### src/rtl/core/eqrf_pkg.sv
// ----------------------------------------------------------------------------
// eqrf_pkg
// shared types and constants of the event queue record formatter
// ----------------------------------------------------------------------------
`timescale 1ns / 1ps
`default_nettype none

package eqrf_pkg;

  // default configuration
  localparam int unsigned DEF_QUEUE_DEPTH   = 16;
  localparam int unsigned DEF_HEADER_BYTES  = 16;
  localparam int unsigned DEF_ID_OFFSET     = 0;
  localparam int unsigned DEF_LENGTH_OFFSET = 4;

  // fixed field widths
  localparam int unsigned EVENT_W   = 32;
  localparam int unsigned COUNT_W   = 16;
  localparam int unsigned BYTE_W    = 8;
  localparam int unsigned REC_LEN_W = 7;
  localparam int unsigned MASK_W    = 16;

  // legacy record is a two-byte mask
  localparam logic [REC_LEN_W-1:0] LEGACY_BYTES = 7'd2;

  typedef enum logic [1:0] {
    KIND_ENQUEUE = 2'd0,
    KIND_READ    = 2'd1,
    KIND_CONSUME = 2'd2,
    KIND_STATUS  = 2'd3
  } kind_t;

  typedef enum logic [1:0] {
    PROF_NONE   = 2'd0,
    PROF_LEGACY = 2'd1,
    PROF_FRAMED = 2'd2
  } prof_t;

  // current record contents as seen by the byte selector
  typedef struct packed {
    prof_t              profile;
    logic [MASK_W-1:0]  legacy_mask;
    logic [EVENT_W-1:0] framed_id;
  } rec_t;

endpackage

`default_nettype wire

### src/rtl/core/event_queue_record_formatter_unit.sv
// ----------------------------------------------------------------------------
// event_queue_record_formatter_unit
// event queue with legacy mask / framed header readout
// ----------------------------------------------------------------------------
// usage:
//   one request enters on the in_ stream: kind in in_tuser, event id and byte
//   count in in_tdata. every request gives one or more results on the out_
//   stream; out_tlast marks the final result of a request.
//   enqueue: the request is accepted, the queue is written, then the result is
//   loaded. status and consume pass the same states. a read of an existing
//   record is accepted, executed and prepared, then gives one result per
//   returned byte. a read that builds a framed record adds a state for the
//   memory read of the head entry; a legacy mask build walks the queue memory
//   one entry per cycle through its single read port.
//   one request is worked at a time; the next one is taken as soon as the
//   sequencer is back in idle, even while the last result still sits in the
//   output register.
//   reset (synchronous, rst_n low) empties the queue, clears the record and
//   forgets the detected profile; the queue memory itself is not cleared.
//   a stalled receiver holds the output register; byte emission waits.
// ----------------------------------------------------------------------------
`timescale 1ns / 1ps
`default_nettype none

module event_queue_record_formatter_unit
  import eqrf_pkg::*;
#(
  parameter int unsigned QUEUE_DEPTH   = DEF_QUEUE_DEPTH,
  parameter int unsigned HEADER_BYTES  = DEF_HEADER_BYTES,
  parameter int unsigned ID_OFFSET     = DEF_ID_OFFSET,
  parameter int unsigned LENGTH_OFFSET = DEF_LENGTH_OFFSET
) (
  input  wire logic        clk,
  input  wire logic        rst_n,

  input  wire logic        in_tvalid,
  output logic             in_tready,
  input  wire logic [47:0] in_tdata,   // event_id [31:0], byte_count [47:32]
  input  wire logic [1:0]  in_tuser,   // kind [1:0]

  output logic             out_tvalid,
  input  wire logic        out_tready,
  output logic [23:0]      out_tdata,  // data_byte [7:0], readable [8],
                                       // pending_bytes [15:9], profile [17:16],
                                       // dropped [18], zero [23:19]
  output logic [0:0]       out_tuser,  // byte_valid [0]
  output logic             out_tlast   // last result of the request
);

  localparam int unsigned QW = $clog2(QUEUE_DEPTH);
  localparam int unsigned CW = $clog2(QUEUE_DEPTH + 1);
  localparam int unsigned SW = $clog2(2 * QUEUE_DEPTH);

  localparam logic [CW-1:0]        DEPTH_C  = CW'(QUEUE_DEPTH);
  localparam logic [QW-1:0]        LAST_IDX = QW'(QUEUE_DEPTH - 1);
  localparam logic [SW-1:0]        DEPTH_S  = SW'(QUEUE_DEPTH);
  localparam logic [REC_LEN_W-1:0] HDR_LEN  = REC_LEN_W'(HEADER_BYTES);

  // one-hot sequencer states
  typedef enum logic [6:0] {
    S_IDLE  = 7'b0000001,
    S_EXEC  = 7'b0000010,
    S_SCAN  = 7'b0000100,
    S_FRAME = 7'b0001000,
    S_PREP  = 7'b0010000,
    S_EMIT  = 7'b0100000,
    S_RESP  = 7'b1000000
  } state_t;

  state_t state_r, state_nxt;

  // queue memory, one write and one registered read port
  logic [EVENT_W-1:0] queue_mem [QUEUE_DEPTH];
  logic [EVENT_W-1:0] rdata_r;
  logic [QW-1:0]      rd_addr;
  logic [QW-1:0]      wr_addr;
  logic               mem_we;

  // queue and record state
  logic [QW-1:0]        head_r, head_nxt;
  logic [CW-1:0]        count_r, count_nxt;
  prof_t                profile_r, profile_nxt;
  logic [REC_LEN_W-1:0] length_r, length_nxt;
  logic [REC_LEN_W-1:0] offset_r, offset_nxt;
  logic [CW-1:0]        rec_events_r, rec_events_nxt;
  logic [MASK_W-1:0]    mask_r, mask_nxt;
  logic [EVENT_W-1:0]   framed_r, framed_nxt;

  // latched request
  kind_t                kind_r, kind_nxt;
  logic [EVENT_W-1:0]   ev_r, ev_nxt;
  logic [COUNT_W-1:0]   cnt_r, cnt_nxt;
  logic                 drop_r, drop_nxt;

  // legacy scan walker
  logic [QW-1:0]        scan_ptr_r, scan_ptr_nxt;
  logic [CW-1:0]        scan_left_r, scan_left_nxt;
  logic                 rd_pend_r, rd_pend_nxt;

  // byte emission
  logic [REC_LEN_W-1:0] emit_pos_r, emit_pos_nxt;
  logic [REC_LEN_W-1:0] emit_end_r, emit_end_nxt;

  // output register
  logic                 out_valid_r, out_valid_nxt;
  logic [BYTE_W-1:0]    out_byte_r, out_byte_nxt;
  logic                 out_bvalid_r, out_bvalid_nxt;
  logic                 out_last_r, out_last_nxt;
  logic                 out_read_r, out_read_nxt;
  logic [REC_LEN_W-1:0] out_pend_r, out_pend_nxt;
  prof_t                out_prof_r, out_prof_nxt;
  logic                 out_drop_r, out_drop_nxt;

  logic                 slot_free;
  logic                 in_acc;
  logic                 readable;
  logic [REC_LEN_W-1:0] pending;
  logic [REC_LEN_W-1:0] rem;
  logic [SW-1:0]        tail_sum;
  logic [SW-1:0]        pop_sum;
  logic [CW-1:0]        pop_n;
  logic [MASK_W-1:0]    ev_bit;
  prof_t                prof_eff;
  rec_t                 rec;
  logic [BYTE_W-1:0]    rec_byte;

  assign in_tready = (state_r == S_IDLE);
  assign in_acc    = in_tvalid && in_tready;
  assign slot_free = !out_valid_r || out_tready;

  // status after the request, taken from the state registers
  assign readable = (offset_r < length_r) || (count_r != '0);
  assign rem      = (length_r > offset_r) ? (length_r - offset_r) : '0;

  always_comb begin
    if (offset_r < length_r) begin
      pending = length_r - offset_r;
    end else if (count_r == '0) begin
      pending = '0;
    end else begin
      pending = (profile_r == PROF_LEGACY) ? LEGACY_BYTES : HDR_LEN;
    end
  end

  // circular slot arithmetic, sums stay below twice the depth
  assign tail_sum = SW'(head_r) + SW'(count_r);
  assign wr_addr  = (tail_sum >= DEPTH_S) ? QW'(tail_sum - DEPTH_S) : QW'(tail_sum);
  assign pop_n    = (rec_events_r < count_r) ? rec_events_r : count_r;
  assign pop_sum  = SW'(head_r) + SW'(pop_n);

  // first read fixes the profile from its capacity
  assign prof_eff = (profile_r != PROF_NONE) ? profile_r :
                    (cnt_r <= COUNT_W'(LEGACY_BYTES)) ? PROF_LEGACY : PROF_FRAMED;

  // mask bit of a scanned event, codes 1 to 16 only
  assign ev_bit = (rdata_r != '0 && rdata_r <= EVENT_W'(MASK_W)) ?
                  (MASK_W'(1) << (rdata_r[3:0] - 4'd1)) : '0;

  assign rd_addr = (state_r == S_SCAN) ? scan_ptr_r : head_r;
  assign mem_we  = (state_r == S_EXEC) && (kind_r == KIND_ENQUEUE) &&
                   (ev_r != '0) && (count_r < DEPTH_C);

  always_ff @(posedge clk) begin
    if (mem_we) begin
      queue_mem[wr_addr] <= ev_r;
    end
    rdata_r <= queue_mem[rd_addr];
  end

  assign rec.profile     = profile_r;
  assign rec.legacy_mask = mask_r;
  assign rec.framed_id   = framed_r;

  eqrf_byte_sel #(
    .ID_OFFSET     (ID_OFFSET),
    .LENGTH_OFFSET (LENGTH_OFFSET)
  ) u_byte_sel (
    .rec      (rec),
    .byte_idx (emit_pos_r),
    .rec_byte (rec_byte)
  );

  always_comb begin
    logic [REC_LEN_W-1:0] take;
    logic [REC_LEN_W-1:0] off_new;

    state_nxt      = state_r;
    head_nxt       = head_r;
    count_nxt      = count_r;
    profile_nxt    = profile_r;
    length_nxt     = length_r;
    offset_nxt     = offset_r;
    rec_events_nxt = rec_events_r;
    mask_nxt       = mask_r;
    framed_nxt     = framed_r;
    kind_nxt       = kind_r;
    ev_nxt         = ev_r;
    cnt_nxt        = cnt_r;
    drop_nxt       = drop_r;
    scan_ptr_nxt   = scan_ptr_r;
    scan_left_nxt  = scan_left_r;
    rd_pend_nxt    = 1'b0;
    emit_pos_nxt   = emit_pos_r;
    emit_end_nxt   = emit_end_r;

    out_valid_nxt  = out_valid_r && !out_tready;
    out_byte_nxt   = out_byte_r;
    out_bvalid_nxt = out_bvalid_r;
    out_last_nxt   = out_last_r;
    out_read_nxt   = out_read_r;
    out_pend_nxt   = out_pend_r;
    out_prof_nxt   = out_prof_r;
    out_drop_nxt   = out_drop_r;

    take    = '0;
    off_new = '0;

    unique case (state_r)
      S_IDLE: begin
        if (in_acc) begin
          kind_nxt  = kind_t'(in_tuser);
          ev_nxt    = in_tdata[31:0];
          cnt_nxt   = in_tdata[47:32];
          drop_nxt  = 1'b0;
          state_nxt = S_EXEC;
        end
      end

      S_EXEC: begin
        state_nxt = S_RESP;
        unique case (kind_r)
          KIND_ENQUEUE: begin
            if (ev_r != '0) begin
              if (count_r < DEPTH_C) begin
                count_nxt = count_r + CW'(1);
              end else begin
                drop_nxt = 1'b1;
              end
            end
          end
          KIND_READ: begin
            if (cnt_r != '0 && readable) begin
              profile_nxt = prof_eff;
              if (offset_r >= length_r) begin
                if (prof_eff == PROF_LEGACY) begin
                  // walk every queued event into the mask
                  mask_nxt      = '0;
                  scan_ptr_nxt  = head_r;
                  scan_left_nxt = count_r;
                  state_nxt     = S_SCAN;
                end else begin
                  // head entry is being read this cycle
                  state_nxt = S_FRAME;
                end
              end else begin
                state_nxt = S_PREP;
              end
            end
          end
          KIND_CONSUME: begin
            take    = (cnt_r < COUNT_W'(rem)) ? cnt_r[REC_LEN_W-1:0] : rem;
            off_new = offset_r + take;
            if (off_new >= length_r) begin
              head_nxt       = (pop_sum >= DEPTH_S) ? QW'(pop_sum - DEPTH_S)
                                                    : QW'(pop_sum);
              count_nxt      = count_r - pop_n;
              length_nxt     = '0;
              offset_nxt     = '0;
              rec_events_nxt = '0;
            end else begin
              offset_nxt = off_new;
            end
          end
          default: begin
            // status only
          end
        endcase
      end

      S_SCAN: begin
        if (rd_pend_r) begin
          mask_nxt = mask_r | ev_bit;
        end
        if (scan_left_r != '0) begin
          scan_left_nxt = scan_left_r - CW'(1);
          scan_ptr_nxt  = (scan_ptr_r == LAST_IDX) ? '0 : scan_ptr_r + QW'(1);
          rd_pend_nxt   = 1'b1;
        end else if (!rd_pend_r) begin
          length_nxt     = LEGACY_BYTES;
          offset_nxt     = '0;
          rec_events_nxt = count_r;
          state_nxt      = S_PREP;
        end
      end

      S_FRAME: begin
        framed_nxt     = rdata_r;
        length_nxt     = HDR_LEN;
        offset_nxt     = '0;
        rec_events_nxt = CW'(1);
        state_nxt      = S_PREP;
      end

      S_PREP: begin
        take         = (cnt_r < COUNT_W'(rem)) ? cnt_r[REC_LEN_W-1:0] : rem;
        emit_pos_nxt = offset_r;
        emit_end_nxt = offset_r + take;
        state_nxt    = S_EMIT;
      end

      S_EMIT: begin
        if (slot_free) begin
          out_valid_nxt  = 1'b1;
          out_byte_nxt   = rec_byte;
          out_bvalid_nxt = 1'b1;
          out_last_nxt   = (emit_pos_r + REC_LEN_W'(1)) == emit_end_r;
          out_read_nxt   = readable;
          out_pend_nxt   = pending;
          out_prof_nxt   = profile_r;
          out_drop_nxt   = 1'b0;
          emit_pos_nxt   = emit_pos_r + REC_LEN_W'(1);
          if ((emit_pos_r + REC_LEN_W'(1)) == emit_end_r) begin
            state_nxt = S_IDLE;
          end
        end
      end

      S_RESP: begin
        if (slot_free) begin
          out_valid_nxt  = 1'b1;
          out_byte_nxt   = '0;
          out_bvalid_nxt = 1'b0;
          out_last_nxt   = 1'b1;
          out_read_nxt   = readable;
          out_pend_nxt   = pending;
          out_prof_nxt   = profile_r;
          out_drop_nxt   = drop_r;
          state_nxt      = S_IDLE;
        end
      end

      default: begin
        state_nxt = S_IDLE;
      end
    endcase
  end

  // control state
  always_ff @(posedge clk) begin
    if (!rst_n) begin
      state_r      <= S_IDLE;
      head_r       <= '0;
      count_r      <= '0;
      profile_r    <= PROF_NONE;
      length_r     <= '0;
      offset_r     <= '0;
      rec_events_r <= '0;
      rd_pend_r    <= 1'b0;
      out_valid_r  <= 1'b0;
    end else begin
      state_r      <= state_nxt;
      head_r       <= head_nxt;
      count_r      <= count_nxt;
      profile_r    <= profile_nxt;
      length_r     <= length_nxt;
      offset_r     <= offset_nxt;
      rec_events_r <= rec_events_nxt;
      rd_pend_r    <= rd_pend_nxt;
      out_valid_r  <= out_valid_nxt;
    end
  end

  // payload registers
  always_ff @(posedge clk) begin
    mask_r       <= mask_nxt;
    framed_r     <= framed_nxt;
    kind_r       <= kind_nxt;
    ev_r         <= ev_nxt;
    cnt_r        <= cnt_nxt;
    drop_r       <= drop_nxt;
    scan_ptr_r   <= scan_ptr_nxt;
    scan_left_r  <= scan_left_nxt;
    emit_pos_r   <= emit_pos_nxt;
    emit_end_r   <= emit_end_nxt;
    out_byte_r   <= out_byte_nxt;
    out_bvalid_r <= out_bvalid_nxt;
    out_last_r   <= out_last_nxt;
    out_read_r   <= out_read_nxt;
    out_pend_r   <= out_pend_nxt;
    out_prof_r   <= out_prof_nxt;
    out_drop_r   <= out_drop_nxt;
  end

  assign out_tvalid = out_valid_r;
  assign out_tdata  = {5'b0, out_drop_r, out_prof_r, out_pend_r, out_read_r, out_byte_r};
  assign out_tuser  = out_bvalid_r;
  assign out_tlast  = out_last_r;

endmodule

`default_nettype wire

### src/rtl/core/eqrf_byte_sel.sv
// ----------------------------------------------------------------------------
// eqrf_byte_sel
// picks one byte of the current legacy or framed record
// ----------------------------------------------------------------------------
`timescale 1ns / 1ps
`default_nettype none

module eqrf_byte_sel
  import eqrf_pkg::*;
#(
  parameter int unsigned ID_OFFSET     = DEF_ID_OFFSET,
  parameter int unsigned LENGTH_OFFSET = DEF_LENGTH_OFFSET
) (
  input  var rec_t                  rec,
  input  wire logic [REC_LEN_W-1:0] byte_idx,
  output logic      [BYTE_W-1:0]    rec_byte
);

  localparam logic [REC_LEN_W-1:0] ID_LO  = REC_LEN_W'(ID_OFFSET);
  localparam logic [REC_LEN_W-1:0] ID_HI  = REC_LEN_W'(ID_OFFSET + 4);
  localparam logic [REC_LEN_W-1:0] LEN_LO = REC_LEN_W'(LENGTH_OFFSET);
  localparam logic [REC_LEN_W-1:0] LEN_HI = REC_LEN_W'(LENGTH_OFFSET + 4);

  logic [REC_LEN_W-1:0] id_rel;

  assign id_rel = byte_idx - ID_LO;

  always_comb begin
    rec_byte = '0;
    if (rec.profile == PROF_LEGACY) begin
      rec_byte = (byte_idx == '0) ? rec.legacy_mask[7:0] : rec.legacy_mask[15:8];
    end else if (byte_idx >= LEN_LO && byte_idx < LEN_HI) begin
      // length field is zero and overrides the id where they overlap
      rec_byte = '0;
    end else if (byte_idx >= ID_LO && byte_idx < ID_HI) begin
      unique case (id_rel[1:0])
        2'd0:    rec_byte = rec.framed_id[7:0];
        2'd1:    rec_byte = rec.framed_id[15:8];
        2'd2:    rec_byte = rec.framed_id[23:16];
        default: rec_byte = rec.framed_id[31:24];
      endcase
    end
  end

endmodule

`default_nettype wire
### config.mk
export PLATFORM = sky130hd
export DESIGN_NAME = event_queue_record_formatter_unit
export DESIGN_NICKNAME = d
export VERILOG_FILES = /design/src/rtl/core/eqrf_pkg.sv /design/src/rtl/core/event_queue_record_formatter_unit.sv /design/src/rtl/core/eqrf_byte_sel.sv
export SDC_FILE = /design/constraint.sdc
export NUM_CORES = 1
export LEC_CHECK = 0
export BUFFER_PORTS_ARGS = -buffer_cell sky130_fd_sc_hd__buf_2
export CAP_MARGIN = 20
export CORE_MARGIN = 8
export CORE_UTILIZATION = 25
export DETAILED_ROUTE_END_ITERATION = 12
export GPL_TIMING_DRIVEN = 0
export PLACE_DENSITY_LB_ADDON = 0.08
export SYNTH_ARGS = -nofsm -noshare
export SYNTH_HDL_FRONTEND = slang
export SYNTH_SLANG_ARGS = --single-unit
### constraint.sdc
create_clock -name clk -period 8 [get_ports clk]
set_input_delay 1.6 -clock clk [delete_from_list [all_inputs] [get_ports clk]]
set_output_delay 1.6 -clock clk [all_outputs]
set_load 0.05 [all_outputs]
# Word level (Yosys, flattened, before mapping)
# Memory sizes are Yosys's and may differ from the RTL's. A register that Yosys moved wholly into a read port is not among the register bits.
# Index checks and enable logic that the tools add are counted.
[classes]
addsub = 12
n_mul = 0
div_mod_pow = 0
n_lt_le_gt_ge = 15
n_eq_ne = 35
shifts = 1
n_mux = 88
bitwise_logic = 1
n_reduce_logical = 44
[ops]
columns = ["operator", "n"]
rows = [
  ["7-bit 2-to-1 mux", 21],
  ["16-bit 2-to-1 mux", 6],
  ["5-bit 2-to-1 mux", 15],
  ["32-bit nonzero test", 2],
  ["7-bit one-hot mux with 7 select lines", 1],
  ["8-bit 2-to-1 mux", 6],
  ["7-bit one-hot mux with 3 select lines", 2],
  ["4-bit 2-to-1 mux", 10],
  ["32-bit by 5-bit <= comparator with 1-bit output, second input constant", 1],
  ["16-bit one-hot mux with 2 select lines", 1],
  ["2-bit by 1-bit inequality test with 1-bit output, second input constant", 12],
  ["8-bit one-hot mux with 3 select lines", 1],
  ["5-bit one-hot mux with 2 select lines", 2],
  ["6-bit AND reduction", 3],
  ["16-bit by 2-bit <= comparator with 1-bit output, second input constant", 1],
  ["16-bit by 7-bit < comparator with 1-bit output", 1],
  ["2-bit inequality test, second input constant", 8],
  ["16-bit bitwise OR", 1],
  ["8-bit one-hot mux with 2 select lines", 1],
  ["16-bit nonzero test", 1],
  ["1-bit by 4-bit << shifter with 16-bit output, first input constant", 1],
  ["5-bit one-hot mux with 3 select lines", 1],
  ["5-bit AND reduction", 3],
  ["7-bit >= comparator", 2],
  ["47 further kinds", 93],
]
[word_totals]
ff_bits = 182
latchBits = 0
mem_bits_rw = 512
rom_bits = 0
output_inout_bits = 28
wordCells = 223
mem_count = 1
[memory_table]
columns = ["name", "words", "width", "rd", "rd_clocked_by_memory_dff", "write_ports", "line_no", "rtl"]
rows = [
  ["queue_mem", 16, 32, 1, 1, 1, "event_queue_record_formatter_unit.sv:73", "logic [EVENT_W-1:0] queue_mem [QUEUE_DEPTH];"],
]

# Depth between registers and ports, before layout
[depth]
depth_word = 9
ltp_mapped = 25
ltp_nobuf = 24

# By module
# Synthesis repeated with hierarchy kept, for this count alone.
[hier_totals]
cells_unflattened = 1614
area_unflattened_um2 = 28900.2
[modules_own_cells]
columns = ["module", "instances", "cells_each", "area_each_um2"]
rows = [
  ["event_queue_record_formatter_unit", 1, 1561, 28393.5],
  ["eqrf_byte_sel", 1, 53, 506.7],
]

# Least setup slack after synthesis
# OpenSTA, ideal clock, no wires.
[synth_timing]
kind = "register to register"
from = "register offset_r[1]"
to = "register length_r[4]"
setup_time_ns = 0.087
arrival_time_ns = 5.716
path_slack_ns = 2.197
stages_incl_launch_ff = 25
synth_period_minus_slack_ns = 5.803
path_cell_list = "dfxtp_1 > inv_1 > ha_1 > ha_1 > a311o_1 > a21oi_1 > and2_1 > inv_1 > ha_1 > a21o_1 > a21oi_1 > or2_2 > o311a_1 > clkbuf_1 > mux2_2 > ha_1 > fa_1 > a211o_1 > a2111oi_0 > nand3b_1 > nor2b_1 > mux2_2 > nor4_2 > nor2_2 > o31ai_1"
[synth_between]
elab_chain_len = 8
word_cells_on_any_way = 9
classes_between = "add/sub: 2; order compare: 3; eq/ne: 1; mux: 2; reduce/logical: 1"
[synth_rtl]
columns = ["item", "line_no", "rtl"]
rows = [
  ["start: declaration", "event_queue_record_formatter_unit.sv:84", "logic [REC_LEN_W-1:0] offset_r, offset_nxt;"],
  ["start signal: assignment", "event_queue_record_formatter_unit.sv:366", "offset_r <= offset_nxt;"],
  ["7-bit subtractor / 7-bit greater-than comparator (equally long branches)", "event_queue_record_formatter_unit.sv:133", "assign rem = (length_r > offset_r) ? (length_r - offset_r) : '0;"],
  ["7-bit 2-to-1 mux", "event_queue_record_formatter_unit.sv:133", ""],
  ["16-bit by 7-bit < comparator with 1-bit output", "event_queue_record_formatter_unit.sv:261", "take = (cnt_r < COUNT_W'(rem)) ? cnt_r[REC_LEN_W-1:0] : rem;"],
  ["7-bit 2-to-1 mux", "event_queue_record_formatter_unit.sv:261", ""],
  ["7-bit adder (*)", "event_queue_record_formatter_unit.sv:262", "off_new = offset_r + take;"],
  ["7-bit >= comparator (*)", "event_queue_record_formatter_unit.sv:263", "if (off_new >= length_r) begin"],
  ["2-bit by 1-bit inequality test with 1-bit output (no source line) (*)", "-", ""],
  ["5-bit AND reduction (no source line) (*)", "-", ""],
  ["end signal: assignment", "event_queue_record_formatter_unit.sv:365", "length_r <= length_nxt;"],
  ["end: declaration", "event_queue_record_formatter_unit.sv:83", "logic [REC_LEN_W-1:0] length_r, length_nxt;"],
]
# Every way passes the cells marked *; elsewhere a longest branch is shown, timed or not.
# A chain may end at the register's enable or synchronous reset.

# Final worst setup path
[layout_timing]
from = "register offset_r[1]"
to = "register offset_r[4]"
[layout_between]
elab_chain_len = 9
word_cells_on_any_way = 10
classes_between = "add/sub: 2; order compare: 3; mux: 5"
[layout_rtl]
columns = ["item", "line_no", "rtl"]
rows = [
  ["7-bit subtractor / 7-bit greater-than comparator (equally long branches)", "event_queue_record_formatter_unit.sv:133", ""],
  ["7-bit 2-to-1 mux", "event_queue_record_formatter_unit.sv:133", ""],
  ["16-bit by 7-bit < comparator with 1-bit output", "event_queue_record_formatter_unit.sv:261", ""],
  ["7-bit 2-to-1 mux", "event_queue_record_formatter_unit.sv:261", ""],
  ["7-bit adder (*)", "event_queue_record_formatter_unit.sv:262", ""],
  ["7-bit >= comparator", "event_queue_record_formatter_unit.sv:263", ""],
  ["7-bit 2-to-1 mux (*)", "event_queue_record_formatter_unit.sv:263", ""],
  ["7-bit 2-to-1 mux (*)", "event_queue_record_formatter_unit.sv:231", "unique case (kind_r)"],
  ["7-bit one-hot mux with 3 select lines (*)", "event_queue_record_formatter_unit.sv:218", "unique case (state_r)"],
]
# Every way passes the cells marked *; elsewhere a longest branch is shown, timed or not. The select of a mux whose other input is x is not followed.

==> results by group <==
Timing
  – Fin crit period: between 7 and 8 ns
  – Worst Tran Pin Value: 1.04 ns
  – Max transition margin: between 30% and 40%
  – Slew Viols, Final: 0
  – Tcrit/Tclk final: about 88%
  – FMAX: between 100 and 150 MHz
  – Hold Vio Cnt, Final: 0
  – RSZ-0062 raised after global routing: false
  – Worst Skew: 0.0258 ns
  – Fin Setup TNS: 0 ns
  – Final setup fails: 0

Global routing
  – Total gr overflow: 0
  – GRT Overall Usage: roughly 13%
  – First-pass GRT wire length: 118 mm
  – Number of global-route vias before repair: 16,300
  – Largest net degree at the start of global routing: 35
  – Initial antenna violation count: 1

Power and ir drop
  – Psw: 2.04 mW
  – Reg power frac: 51.9%
  – P_leak: 11.4 nW
  – Sw Share: 23.2%
  – Power density over the cells: between 200 and 300 mW/mm²
  – Worst VDD drop: 0.155 mV
  – Combinational power share: 4.1%
  – Clk pwr share: 44.0%
  – Internal: 6.76 mW

Critical path
  – Critical path fanouts, max: 10
  – CP delay by family, top: compound AO/OA/AOI/OAI gates
  – Crit path top cell by count: ha_1
  – CP startpoint kind: flip-flop
  – Crit-path cells: inv_1, ha_1, ha_1, a311o_1, a21oi_1, and2_1, inv_1, ha_1, a21o_1, a21oi_1, or2_2, o311a_1, clkbuf_1, mux2_2, ha_1, fa_1, a211o_1, a21oi_1, ha_1, a211oi_1, and4_1, a22o_1
  – Worst reg-to-reg path cell count: 22
  – Critical path's slowest cell: a211oi_1
  – Data arrival, critical path: 7.61 ns
  – Crit-path max cell delay: 0.65 ns
  – Worst Path Required: 8.60 ns
  – CP Buf/Inv Count: 3
  – Crit path depth: 22
  – Critical Path End Type: flip-flop
  – Critical path class: reg2reg

Placement
  – Port buffer count: 76
  – Placement Cell Area: 0.0315 mm²
  – DPL Wire Length: ~55 mm
  – Placer Congestion: 0.744

Drt
  – Antenna viol nets, final: 0
  – 1st-iter DRT viols: slightly below 1,000
  – Drt wl/cell: 23.9 µm
  – Via count: 15,000
  – Routed WL: ~81 mm
  – Vias per inst: ~4.4
  – Drt pass-1 iters: 4
  – Drt drc: 0

Floorplanning
  – Die Ht: approximately 350 µm
  – DIE WIDTH: ~350 µm
  – Row cnt: 124
  – Total Die Area: 0.126 mm²
  – Initial core utilization: 25.1%
  – I/O pins: 82
  – Core Area: approximately 0.11 mm²

Clock network
  – Postcts setup bufs: 0
  – Clock latency on the worst-skew pair: roughly 0.66 ns
  – Clock sink count: 721
  – Cts bufs inserted: between 80 and 90
  – Root Driver: clkbuf_16
  – Reg clk slew, reported paths: 0.06 ns
  – Post-CTS Resized: 0
  – H-tree depth: 3
  – TritonCTS clock tree: built
  – Clock buffer depth: 3
  – Hold_buf cts: 0

Status
  – Status: finished clean

Logic synthesis
  – Netlist cell types: 65
  – Synthesized area: around 0.029 mm²
  – Async set-reset flop share out of synthesis: 0%
  – Register bit total from synthesis: 721
  – Cells after Synth: 1,621
  – Yosys Warn Count: 0
  – EDFF count, synth: 655
  – Most used DFF post-synth: edfxtp_1
  – Post-synthesis sequential area ratio: 73.1%
  – Avg Cell Area, Syn: 17.7 µm²

Min path
  – Worst hold path cell count: 0
  – HP Class: reg2reg

Finish
  – Final instance area: about 0.034 mm²
  – Commonest non-fill, non-tap cell in the layout: edfxtp_1
  – Area grow syn2layout: 19.4%
  – Share of post-route cells with drive strength above 1: 22.7%
  – Most frequent cells in the layout: edfxtp_1, mux4_2, nand2_1
  – Final Net Count: 1,905
  – # fillers: 11,400
  – ANT cells: 0

Run
  – Number of max-cap violations: 0
final timing paths:
check,from,endpoint,slack (ns)
max,offset_r[1],offset_r[4],0.99
min,rdata_r[29],framed_r[29],0.44
max reg2reg,offset_r[1],offset_r[4],0.99
min reg2reg,rdata_r[29],framed_r[29],0.44
power groups by stage:
stage                     combinational [mW]  clock, mW  sequential (mW)
after floorplan                        0.221          0             4.55
after global placement                 0.361          0             4.65
after detailed placement               0.384          0             4.66
after CTS                              0.384       4.01             4.58
after global routing                   0.405       4.13             4.60
final                                  0.363       3.87             4.57
per-stage QoR:
stage	worst slack [ns]	total power, mW	hold slack (ns)	utilization [%]	std cells
2_1_floorplan	2.20	4.77	0.406	-	1626
3_3_place_gp	0.854	5.02	0.424	27.1	3214
3_5_place_dp	0.768	5.04	0.429	27.6	3232
4_1_cts	0.756	8.97	0.446	30.0	3387
5_1_grt	0.337	9.14	0.461	30.0	3387
6_report	0.988	8.80	0.442	30.0	3387
layout make-up:
type,instances,area (µm²),area share [%]
sequential,721,21000,61.3
multi-input combinational,795,7360,21.5
clock buffer,109,2310,6.74
tap,1512,1890,5.52
timing repair buffer,94,739,2.16
clock inverter,46,472,1.38
buffer,74,365,1.07
inverter,36,135,0.394
layer usage:
| metal | vias to the layer above | part of all wire (%) | track usage [%] |
|---|---|---|---|
| met5 | - | 0 | 0 |
| met2 | 281 | 49 | 21.7 |
| met3 | 110 | 3.4 | 2.13 |
| met4 | 0 | 2.3 | 3.36 |
| li1 | 6802 | - | - |
| met1 | 7808 | 45 | 16.9 |
worst reg2reg max path: stages, from the launching register on:
cell and delay (ns):
dfxtp_1 0.47, inv_1 0.13, ha_1 0.30, ha_1 0.18
a311o_1 0.35, a21oi_1 0.64, and2_1 0.26, inv_1 0.06
ha_1 0.29, a21o_1 0.17, a21oi_1 0.14, or2_2 0.12
o311a_1 0.21, clkbuf_1 0.33, mux2_2 0.40, ha_1 0.21
fa_1 0.42, a211o_1 0.31, a21oi_1 0.38, ha_1 0.33
a211oi_1 0.65, and4_1 0.45, a22o_1 0.16
synth_stat cells, types with 4 or more instances:
cell type	instances	share of area, %
buf_2	18	0.31
buf_1	7	0.092
a31oi_1	38	0.83
clkbuf_1	35	0.46
a21o_1	11	0.29
dfxtp_1	66	4.6
xor2_1	15	0.46
or3_1	6	0.13
and3_1	4	0.087
nor3_1	9	0.16
or2_2	4	0.087
edfxtp_1	655	69
nor2_1	71	0.93
a211oi_2	15	0.65
fa_1	5	0.35
a211oi_1	23	0.60
o21ai_0	30	0.52
nand2b_1	12	0.26
a222oi_1	8	0.28
buf_4	9	0.24
o211ai_1	4	0.10
nor2b_1	8	0.17
nor4_1	20	0.44
buf_6	4	0.16
nand4_1	5	0.11
or4_1	4	0.10
xnor2_1	16	0.49
mux2i_1	21	0.73
mux2_2	7	0.27
and2_1	49	1.1
nand2_1	120	1.6
nand3_1	18	0.31
nand3b_1	9	0.24
o22ai_1	8	0.17
a21oi_1	34	0.59
mux4_2	128	10
ha_1	39	1.7
a22o_1	5	0.15
inv_1	36	0.47
nor3b_1	4	0.10
kinds of logic (layout without fill, tap and decap cells):
family	Yosys count	count (layout)	synth area share, %
xor gates and xnor gates	31	31	0.946
AOI/OAI and AO/OA	206	206	5.05
other	2	7	0.0262
DFF	721	721	73.1
adders and majority gates	44	44	2.05
and+or+nand+nor	351	351	6.02
muxes	156	156	11.0
buffers and inverters	110	359	1.74
registers in the layout, indices dropped and copies added, names as in the netlist, 4 cells and up:
signal,count
mask_r,16
out_byte_r,8
head_r,4
count_r,5
queue_mem,512
emit_end_r,7
emit_pos_r,7
scan_left_r,5
framed_r,32
cnt_r,16
ev_r,32
rdata_r,32
out_pend_r,7
scan_ptr_r,4
state_r,7
offset_r,7
rec_events_r,5
(Power assumes the default switching activity.)
